File: config.mk
export PLATFORM = sky130hd
export DESIGN_NAME = mmm_ctrl
export DESIGN_NICKNAME = d
export VERILOG_FILES = /design/src/hdl/mmm_pkg.sv /design/src/hdl/mmm_ctrl.sv
export SDC_FILE = /design/constraint.sdc
export NUM_CORES = 1
export LEC_CHECK = 0
export ABC_AREA = 1
export BUFFER_PORTS_ARGS = -buffer_cell sky130_fd_sc_hd__buf_4
export CAP_MARGIN = 20
export CORE_ASPECT_RATIO = 0.8
export CORE_UTILIZATION = 52
export CTS_CLUSTER_SIZE = 8
export DETAILED_ROUTE_END_ITERATION = 8
export GPL_ROUTABILITY_DRIVEN = 1
export PLACE_DENSITY_LB_ADDON = 0.08
export REMOVE_ABC_BUFFERS = 1
export SLEW_MARGIN = 20
export SYNTH_ARGS = -nofsm -noshare
export SYNTH_HDL_FRONTEND = slang
export SYNTH_SLANG_ARGS = --single-unit
File: constraint.sdc
create_clock -name aclk -period 1.55 [get_ports aclk]
set_input_delay 0.31 -clock aclk [delete_from_list [all_inputs] [get_ports aclk]]
set_output_delay 0.31 -clock aclk [all_outputs]
set_load 0.01 [all_outputs]
File: src/hdl/mmm_pkg.sv
// ----------------------------------------------------------------------------
// mmm_pkg: shared types and constants for the 256-bit Montgomery multiplier
// Word sizes, register indexes, controller states and the datapath command struct.
// ----------------------------------------------------------------------------
package mmm_pkg;

    localparam int WORD_W    = 64;
    localparam int NUM_WORDS = 4;
    localparam int T_WORDS   = 2 * NUM_WORDS + 1;
    localparam int IDX_W     = 2;
    localparam int TIDX_W    = 4;
    localparam int PART_W    = 2;
    localparam int ADDR_W    = 6;
    localparam int DATA_W    = 64;

    localparam logic [2:0] REG_MOD_W0  = 3'd0;
    localparam logic [2:0] REG_MOD_W1  = 3'd1;
    localparam logic [2:0] REG_MOD_W2  = 3'd2;
    localparam logic [2:0] REG_MOD_W3  = 3'd3;
    localparam logic [2:0] REG_NEG_INV = 3'd4;

    typedef enum logic [2:0] {
        ST_IDLE,
        ST_MUL,
        ST_MQ,
        ST_RED,
        ST_PROP,
        ST_SUB,
        ST_DONE
    } state_t;

    // Multiply-accumulate source select
    typedef enum logic [1:0] {
        OP_NONE,
        OP_PROD,
        OP_MQ,
        OP_RED
    } op_t;

    typedef struct packed {
        logic              load;
        op_t               op;
        logic [IDX_W-1:0]  i;
        logic [IDX_W-1:0]  j;
        logic [PART_W-1:0] part;
        logic              mac_first;
        logic              mac_last;
        logic [TIDX_W-1:0] prop_k;
        logic              prop_en;
        logic              prop_first;
        logic              sub_en;
        logic              sub_first;
        logic [IDX_W-1:0]  sub_j;
        logic              sub_last;
    } dp_cmd_t;

endpackage

File: src/hdl/mmm_ctrl.sv
// ----------------------------------------------------------------------------
// mmm_ctrl: sequencer for the Montgomery multiplier
// Steps the datapath through product, reduction, carry ripple and subtraction.
// ----------------------------------------------------------------------------
module mmm_ctrl (
    input  logic             aclk,
    input  logic             aresetn,
    input  logic             start,
    input  logic             res_taken,
    output logic             busy,
    output logic             res_valid,
    output mmm_pkg::dp_cmd_t cmd
);

    mmm_pkg::state_t                    state_reg, state_next;
    logic [mmm_pkg::IDX_W-1:0]          i_reg, i_next;
    logic [mmm_pkg::IDX_W-1:0]          j_reg, j_next;
    logic [mmm_pkg::TIDX_W-1:0]         k_reg, k_next;
    logic [mmm_pkg::PART_W-1:0]         part_reg, part_next;

    always_ff @(posedge aclk) begin
        if (!aresetn) begin
            state_reg <= mmm_pkg::ST_IDLE;
            i_reg     <= '0;
            j_reg     <= '0;
            k_reg     <= '0;
            part_reg  <= '0;
        end else begin
            state_reg <= state_next;
            i_reg     <= i_next;
            j_reg     <= j_next;
            k_reg     <= k_next;
            part_reg  <= part_next;
        end
    end

    always_comb begin
        state_next     = state_reg;
        i_next         = i_reg;
        j_next         = j_reg;
        k_next         = k_reg;
        part_next      = part_reg;
        cmd            = '0;
        cmd.op         = mmm_pkg::OP_NONE;
        cmd.i          = i_reg;
        cmd.j          = j_reg;
        cmd.part       = part_reg;
        cmd.sub_j      = j_reg;
        cmd.mac_first  = (j_reg == '0);
        cmd.mac_last   = (j_reg == '1);
        cmd.sub_first  = (j_reg == '0);
        cmd.sub_last   = (j_reg == '1);
        busy           = (state_reg != mmm_pkg::ST_IDLE);
        res_valid      = (state_reg == mmm_pkg::ST_DONE);
        unique case (state_reg)
            mmm_pkg::ST_IDLE: begin
                if (start) begin
                    cmd.load   = 1'b1;
                    i_next     = '0;
                    j_next     = '0;
                    part_next  = '0;
                    state_next = mmm_pkg::ST_MUL;
                end
            end
            mmm_pkg::ST_MUL: begin
                cmd.op    = mmm_pkg::OP_PROD;
                part_next = part_reg + 1'b1;
                if (part_reg == '1) begin
                    j_next = j_reg + 1'b1;
                    if (j_reg == '1) begin
                        i_next = i_reg + 1'b1;
                        if (i_reg == '1) begin
                            state_next = mmm_pkg::ST_MQ;
                        end
                    end
                end
            end
            mmm_pkg::ST_MQ: begin
                cmd.op    = mmm_pkg::OP_MQ;
                part_next = part_reg + 1'b1;
                if (part_reg == '1) begin
                    j_next     = '0;
                    state_next = mmm_pkg::ST_RED;
                end
            end
            mmm_pkg::ST_RED: begin
                cmd.op    = mmm_pkg::OP_RED;
                part_next = part_reg + 1'b1;
                if (part_reg == '1) begin
                    j_next = j_reg + 1'b1;
                    if (j_reg == '1) begin
                        // ripple the carry from word i+4 up to word 8
                        k_next     = {2'b01, i_reg};
                        state_next = mmm_pkg::ST_PROP;
                    end
                end
            end
            mmm_pkg::ST_PROP: begin
                cmd.prop_en    = 1'b1;
                cmd.prop_k     = k_reg;
                cmd.prop_first = (k_reg == {2'b01, i_reg});
                k_next         = k_reg + 1'b1;
                if (k_reg == 4'd8) begin
                    i_next = i_reg + 1'b1;
                    j_next = '0;
                    if (i_reg == '1) begin
                        state_next = mmm_pkg::ST_SUB;
                    end else begin
                        state_next = mmm_pkg::ST_MQ;
                    end
                end
            end
            mmm_pkg::ST_SUB: begin
                cmd.sub_en = 1'b1;
                j_next     = j_reg + 1'b1;
                if (j_reg == '1) begin
                    state_next = mmm_pkg::ST_DONE;
                end
            end
            mmm_pkg::ST_DONE: begin
                if (res_taken) begin
                    state_next = mmm_pkg::ST_IDLE;
                end
            end
            default: state_next = mmm_pkg::ST_IDLE;
        endcase
    end

    assert property (@(posedge aclk) disable iff (!aresetn)
        (state_reg == mmm_pkg::ST_DONE && !res_taken) |=> state_reg == mmm_pkg::ST_DONE)
        else $error("result dropped before taken");
    assert property (@(posedge aclk) disable iff (!aresetn)
        cmd.load |-> state_reg == mmm_pkg::ST_IDLE)
        else $error("load outside idle");
    assert property (@(posedge aclk) disable iff (!aresetn)
        state_reg == mmm_pkg::ST_PROP |-> k_reg >= 4'd4 && k_reg <= 4'd8)
        else $error("carry ripple index out of range");

endmodule

==> impl_metrics.toml, run 1 <==
[clocking]
numClockSinks = 13
cts_tree = "yes"
root_buffer = "sky130_fd_sc_hd__clkbuf_4"
htree_levels = 1
clkSlewWorstSetupHoldPaths_ns = 0.09
ctsLongestPathBuffers = 2
clock_buffers_created_by_tritoncts = 3
later_pin_clock_latency_in_the_skew_report_ns = 0.29
cts-hold-fix-buffers = 0

[placement]
routabilityCongestion = 0.8314
dp_hpwl_um = 1984
preCtsSetupSlack_ns = 0.1075
placement.cell_area_mm2 = 0.001343
port_buffers = 27

[hold_path]
worstHoldPathCells = 3
hold_path_end = "k_reg[2]"
hold_path.class = "in -> reg"
min_from = "aresetn"

[final_layout]
n_antenna_cell = 0
multi_input_comb_area_um2 = 780.7
register_cell_area_after_layout_um2 = 272.8
flow.area_growth_from_synthesis_pct = 39.53
layout-drive-gt1-share_pct = 47.80
design.final.nets = 216
layout_common_cells = "sky130_fd_sc_hd__nand2_1, sky130_fd_sc_hd__buf_4, sky130_fd_sc_hd__inv_1, sky130_fd_sc_hd__nor2_1, sky130_fd_sc_hd__nand3_1"
layout.cell_area.non_filler_mm2 = 0.001568
filler_cell_count = 136
largest_register_ffs = 4

[routing]
postRouteAntennaNets = 0
drc = 0
drc_violation_total_after_the_first_tritonroute_iteration = 19
drtPass1Iterations = 4
detailroute.via_count = 1215
wire_per_inst_um = 13.10
route.detailed.vias_per_inst = 5.306
total_wirelength_of_the_detailed_routed_design_um = 2999

[worst_setup_path]
r2r.worst_path.cells = 10
setup.worst_path.start_class = "register"
crit_path_end_kind = "output port"
timing.critical_path.required_ns = 1.24
setup.reg_to_reg.worst_slack_ns = 0.07
regToRegStartpoint = "state_reg[1]"
critical_path_peak_fanout = 4
timing.rr.end = "state_reg[1]"
type_of_the_worst_setup_path = "reg -> out"
cp.arrival_ns = 1.29
timing.critical_path.from = "state_reg[1]"

[grt]
wire_length_of_the_first_global_routing_pass_um = 4643
grt_pass1_vias = 1067
grt_start_max_net_pins = 9
antenna_found_initial = 0
global_route.usage.total_pct = 27.40
grt.overflow.total = 0

[timing]
worst_slew_margin_rel_pct = 84.50
final.setup_skew_ns = 0.001363
final_min_period_over_clock_period_pct = 102.9
finalHoldViolCount = 0
fin_setup_tns_ns = -0.1492
rsz0062_at_grt = "true"
postLayoutSetupSlackWorst_ns = -0.04510
timing.fmax_mhz = 626.9
tightest_slew_ns = 0.2323
final-max-slew-violation-count = 0
timing.final.setup_violations = 4
finalWorstPathRequiredPeriod_ns = 1.595

[power_and_ir_drop]
power_density_mw_per_mm2 = 2110
peakVddDrop_v = 0.001683
total_leakage_power_uw = 0.0007869

[logic_synthesis]
postSynthCellCount = 167
synth_area_leaders = "sky130_fd_sc_hd__dfxtp_1, sky130_fd_sc_hd__nand2_1, sky130_fd_sc_hd__inv_1"
ys_ff_latch = 13
syn_std_cell_area_mm2 = 0.001124
yosysSeqAreaShare_pct = 23.16
netlist.area_leader.share_pct = 23.16
syn_avg_cell_area_um2 = 6.728
yosys.area.top_type = "sky130_fd_sc_hd__dfxtp_1"
synth.yosys.warnings = 0
synthDistinctLibCells = 26

[die]
ios = 28
die-area_mm2 = 0.002352
die_height_um = 43.58
placeableCoreArea_mm2 = 0.001962
floorplan.initialDensity_pct = 57.27
die_w_um = 53.97
placementRows = 14

[outcome]
failing_checks = "negative setup slack"
status = "finished, violations left"

[run]
timing.max_cap.violations = 0
layout make-up:
type | count | area share, %
Clock inverter | 1 | 0.3192
Multi-Input combinational cell | 120 | 49.80
Inverter | 27 | 7.263
Sequential cell | 13 | 17.40
Tap cell | 24 | 1.915
Clock buffer | 3 | 1.437
Timing Repair Buffer | 41 | 21.87
per-stage QoR:
stage	std cells	hold WS [ns]	util (%)	total power (uW)
2_1_floorplan	160	0.4076	-	1921
3_3_place_gp	216	0.4598	68.43	2541
3_5_place_dp	216	0.4804	68.43	2603
4_1_cts	227	0.2560	74.49	3018
5_1_grt	229	0.2824	79.91	3604
6_report	229	0.2685	79.91	3307
timing repair:
action,in CTS,in global routing
endpoints found under the setup margin,10,16
gates resized for setup,12,32
hold endpoints to repair,0,0
pin swaps,2,8
buffers inserted,8,2
synth_stat cells:
cell                       number
sky130_fd_sc_hd__o21ai_0        5
sky130_fd_sc_hd__inv_2          2
sky130_fd_sc_hd__inv_6          1
sky130_fd_sc_hd__ha_1           6
sky130_fd_sc_hd__nor2_2         2
sky130_fd_sc_hd__nor3_1         1
sky130_fd_sc_hd__nor2_4         6
sky130_fd_sc_hd__buf_4          4
sky130_fd_sc_hd__o2111a_1       1
sky130_fd_sc_hd__nand3_2        2
sky130_fd_sc_hd__inv_1         22
sky130_fd_sc_hd__o21ai_2        1
sky130_fd_sc_hd__dfxtp_1       13
sky130_fd_sc_hd__nor2_8         1
sky130_fd_sc_hd__clkinv_2       1
sky130_fd_sc_hd__nand3_1       13
sky130_fd_sc_hd__nand3_4        1
sky130_fd_sc_hd__a21oi_1        9
sky130_fd_sc_hd__nand2_4        2
sky130_fd_sc_hd__buf_6          3
sky130_fd_sc_hd__o21ai_1        3
sky130_fd_sc_hd__inv_4          1
sky130_fd_sc_hd__nand2_2        7
sky130_fd_sc_hd__a21oi_2        2
sky130_fd_sc_hd__nand2_1       38
sky130_fd_sc_hd__nor2_1        20
worst max-delay path, cell delays in order, from the launching register on:
cell	delay [ns]
sky130_fd_sc_hd__dfxtp_4	0.38
sky130_fd_sc_hd__nor2_8	0.15
sky130_fd_sc_hd__nand2_8	0.07
sky130_fd_sc_hd__nor2_4	0.09
sky130_fd_sc_hd__o2111a_1	0.19
sky130_fd_sc_hd__buf_4	0.12
layer usage:
layer / vias to the layer above / GRT usage (%) / routed length [um]
li1: 596 / - / -
met1: 557 / 34.18 / 1280
met2: 53 / 46.42 / 1477
met3: 9 / 6.667 / 185
met4: 0 / 7.692 / 56
met5: - / 0 / 0
kinds of logic after synthesis:
group                      share of synthesized area [%]
buffers and inverters                              15.48
and+or+nand+nor                                    43.76
AOI/OAI and AO/OA                                  10.91
adders and majority gates                          6.681
DFF                                                23.16
worst max-delay path by stage:
stage | end | cells after the start
finish | cmd[5] | 5
CTS | cmd[5] | 5
global route | cmd[8] | 5
global placement | cmd[5] | 6
floorplan | cmd[5] | 3
detailed placement | cmd[5] | 6
report_power, final:
part | internal [uW] | switching (uW) | leakage (uW)
Combinational | 1090 | 1350 | 0.000660
Sequential | 475 | 170 | 0.000109
Clock | 96.1 | 125 | 0.0000177
Total | 1660 | 1650 | 0.000787
Power figures use the tool's default switching activity.
==> run 2, diff against run 1 <==
BUFFER_PORTS_ARGS = -buffer_cell sky130_fd_sc_hd__buf_2   (was -buffer_cell sky130_fd_sc_hd__buf_4)
CORE_ASPECT_RATIO = 1.25   (was 0.8)
==> run 2 against run 1 <==
Effect of this change: the run ends with design-rule violations, negative setup slack left; first-iteration DRC count is 26% higher; global-route usage down 3.6 points; clock skew rose by 0.0014 ns; sequential power is 7.9% lower; utilization down 11 points; wire length fell by 20%; sequential share of layout area rose by 2.3 points; design area decreased by 13%; critical path depth stayed put; critical path type unchanged; sequential cell count did not move; worst setup slack improved by 0.028 ns.
==> impl_metrics.toml, run 2 (synthesis gave the netlist of run 1 again) <==
[placement]
routabilityCongestion = 0.8444
port_buffers = 27
preCtsSetupSlack_ns = 0.07953
placement.cell_area_mm2 = 0.001265
dp_hpwl_um = 1947

[routing]
wire_per_inst_um = 10.88
drc = 6
drc_violation_total_after_the_first_tritonroute_iteration = 24
drtPass1Iterations = 6
route.detailed.vias_per_inst = 5.149
total_wirelength_of_the_detailed_routed_design_um = 2404
postRouteAntennaNets = 0
detailroute.via_count = 1138

[final_layout]
n_antenna_cell = 0
layout_commonest_cell = "sky130_fd_sc_hd__nand2_1"
flow.area_growth_from_synthesis_pct = 22.05
design.final.nets = 212
layout-drive-gt1-share_pct = 39.30
largest_register_ffs = 4
layout.cell_area.non_filler_mm2 = 0.001371
layout_common_cells = "sky130_fd_sc_hd__nand2_1, sky130_fd_sc_hd__buf_2, sky130_fd_sc_hd__inv_1, sky130_fd_sc_hd__nor2_1, sky130_fd_sc_hd__nand3_1"

[clocking]
clkSlewWorstSetupHoldPaths_ns = 0.09
cts-hold-fix-buffers = 0
numClockSinks = 13
ctsLongestPathBuffers = 2
later_pin_clock_latency_in_the_skew_report_ns = 0.29
cts_tree = "yes"
htree_levels = 1
clock_buffers_created_by_tritoncts = 3
root_buffer = "sky130_fd_sc_hd__clkbuf_4"

[power_and_ir_drop]
total_leakage_power_uw = 0.0007463
peakVddDrop_v = 0.001144
fin_total_pwr_uw = 2800
power_density_mw_per_mm2 = 2042

[grt]
global_route.usage.total_pct = 23.77
antenna_found_initial = 0
grt_pass1_vias = 1032
grt.overflow.total = 0
wire_length_of_the_first_global_routing_pass_um = 4209
grt_start_max_net_pins = 9

[die]
placementRows = 18
placeableCoreArea_mm2 = 0.002004
ios = 28
die-area_mm2 = 0.002352
die_w_um = 43.58
die_height_um = 53.97
floorplan.initialDensity_pct = 56.05

[timing]
tightest_slew_ns = 0.2265
final.setup_skew_ns = 0.002780
rsz0062_at_grt = "true"
final-max-slew-violation-count = 0
postLayoutSetupSlackWorst_ns = -0.01675
final_min_period_over_clock_period_pct = 101.1
worst_slew_margin_rel_pct = 84.90
finalWorstPathRequiredPeriod_ns = 1.567
timing.fmax_mhz = 638.3
finalHoldViolCount = 0
timing.final.setup_violations = 2

[outcome]
failing_checks = "design-rule violations, negative setup slack"
status = "finished, violations left"

[worst_setup_path]
crit_path_end_kind = "output port"
critical_path_peak_fanout = 3
setup.worst_path.start_class = "register"
type_of_the_worst_setup_path = "reg -> out"
timing.critical_path.required_ns = 1.24
cp.arrival_ns = 1.26

[run]
timing.max_cap.violations = 0

[hold_path]
hold_path.class = "in -> reg"
-- run 2: path summary, 6_finish.rpt --
path | from | slack, ns | depth (start not counted) | endpoint
min | aresetn | 0.31 | 3 | state_reg[1]
min reg2reg | part_reg[0] | 0.49 | 1 | part_reg[0]
max | state_reg[0] | -0.02 | 5 | cmd[5]
max reg2reg | k_reg[0] | 0.16 | 10 | i_reg[0]
-- run 2: layout make-up --
type | instances | area, um2
Multi-Input combinational cell | 120 | 711.9
Tap cell | 20 | 25.02
Inverter | 27 | 111.4
Sequential cell | 13 | 270.3
Timing Repair Buffer | 37 | 226.5
Fill cell | 189 | 633.1
Clock buffer | 4 | 26.28
-- run 2: timing repair --
item | in CTS | in global routing
setup buffers | 4 | 0
pin swaps | 2 | 1
resized for setup | 10 | 9
setup endpoints to repair | 10 | 10
cloned | 0 | 0
-- run 2: critical path, cell delays in order, from the launching register on --
cell and delay, ns:
sky130_fd_sc_hd__dfxtp_4 0.37, sky130_fd_sc_hd__nor2_8 0.14, sky130_fd_sc_hd__nand2_4 0.07, sky130_fd_sc_hd__nor2_4 0.08, sky130_fd_sc_hd__o2111a_1 0.18, sky130_fd_sc_hd__buf_2 0.12
-- run 2: power breakdown --
part	switching [uW]	internal [uW]	leakage [uW]	total (uW)
sequential	125	469	0.000109	594
clock	124	100	0.0000150	224
combinational	1180	802	0.000623	1980
-- run 2: per-stage QoR --
| step | utilization (%) | TNS (ns) | std cells | hold WS, ns |
|---|---|---|---|---|
| CTS | 67.10 | -0.01961 | 221 | 0.3236 |
| floorplan | - | -0.07213 | 160 | 0.4076 |
| detailed placement | 63.11 | 0 | 213 | 0.4675 |
| global placement | 63.11 | 0 | 213 | 0.4575 |
| finish | 68.41 | -0.02056 | 221 | 0.3129 |
| global route | 68.41 | -0.3498 | 221 | 0.3425 |
-- run 2: metal layers --
layer / global-route usage, % / vias up / share of wire, %
li1: - / 585 / -
met1: 25.71 / 519 / 41
met2: 46.52 / 29 / 53
met3: 3.356 / 5 / 4.2
met4: 7.813 / 0 / 1.2
met5: 0 / - / 0
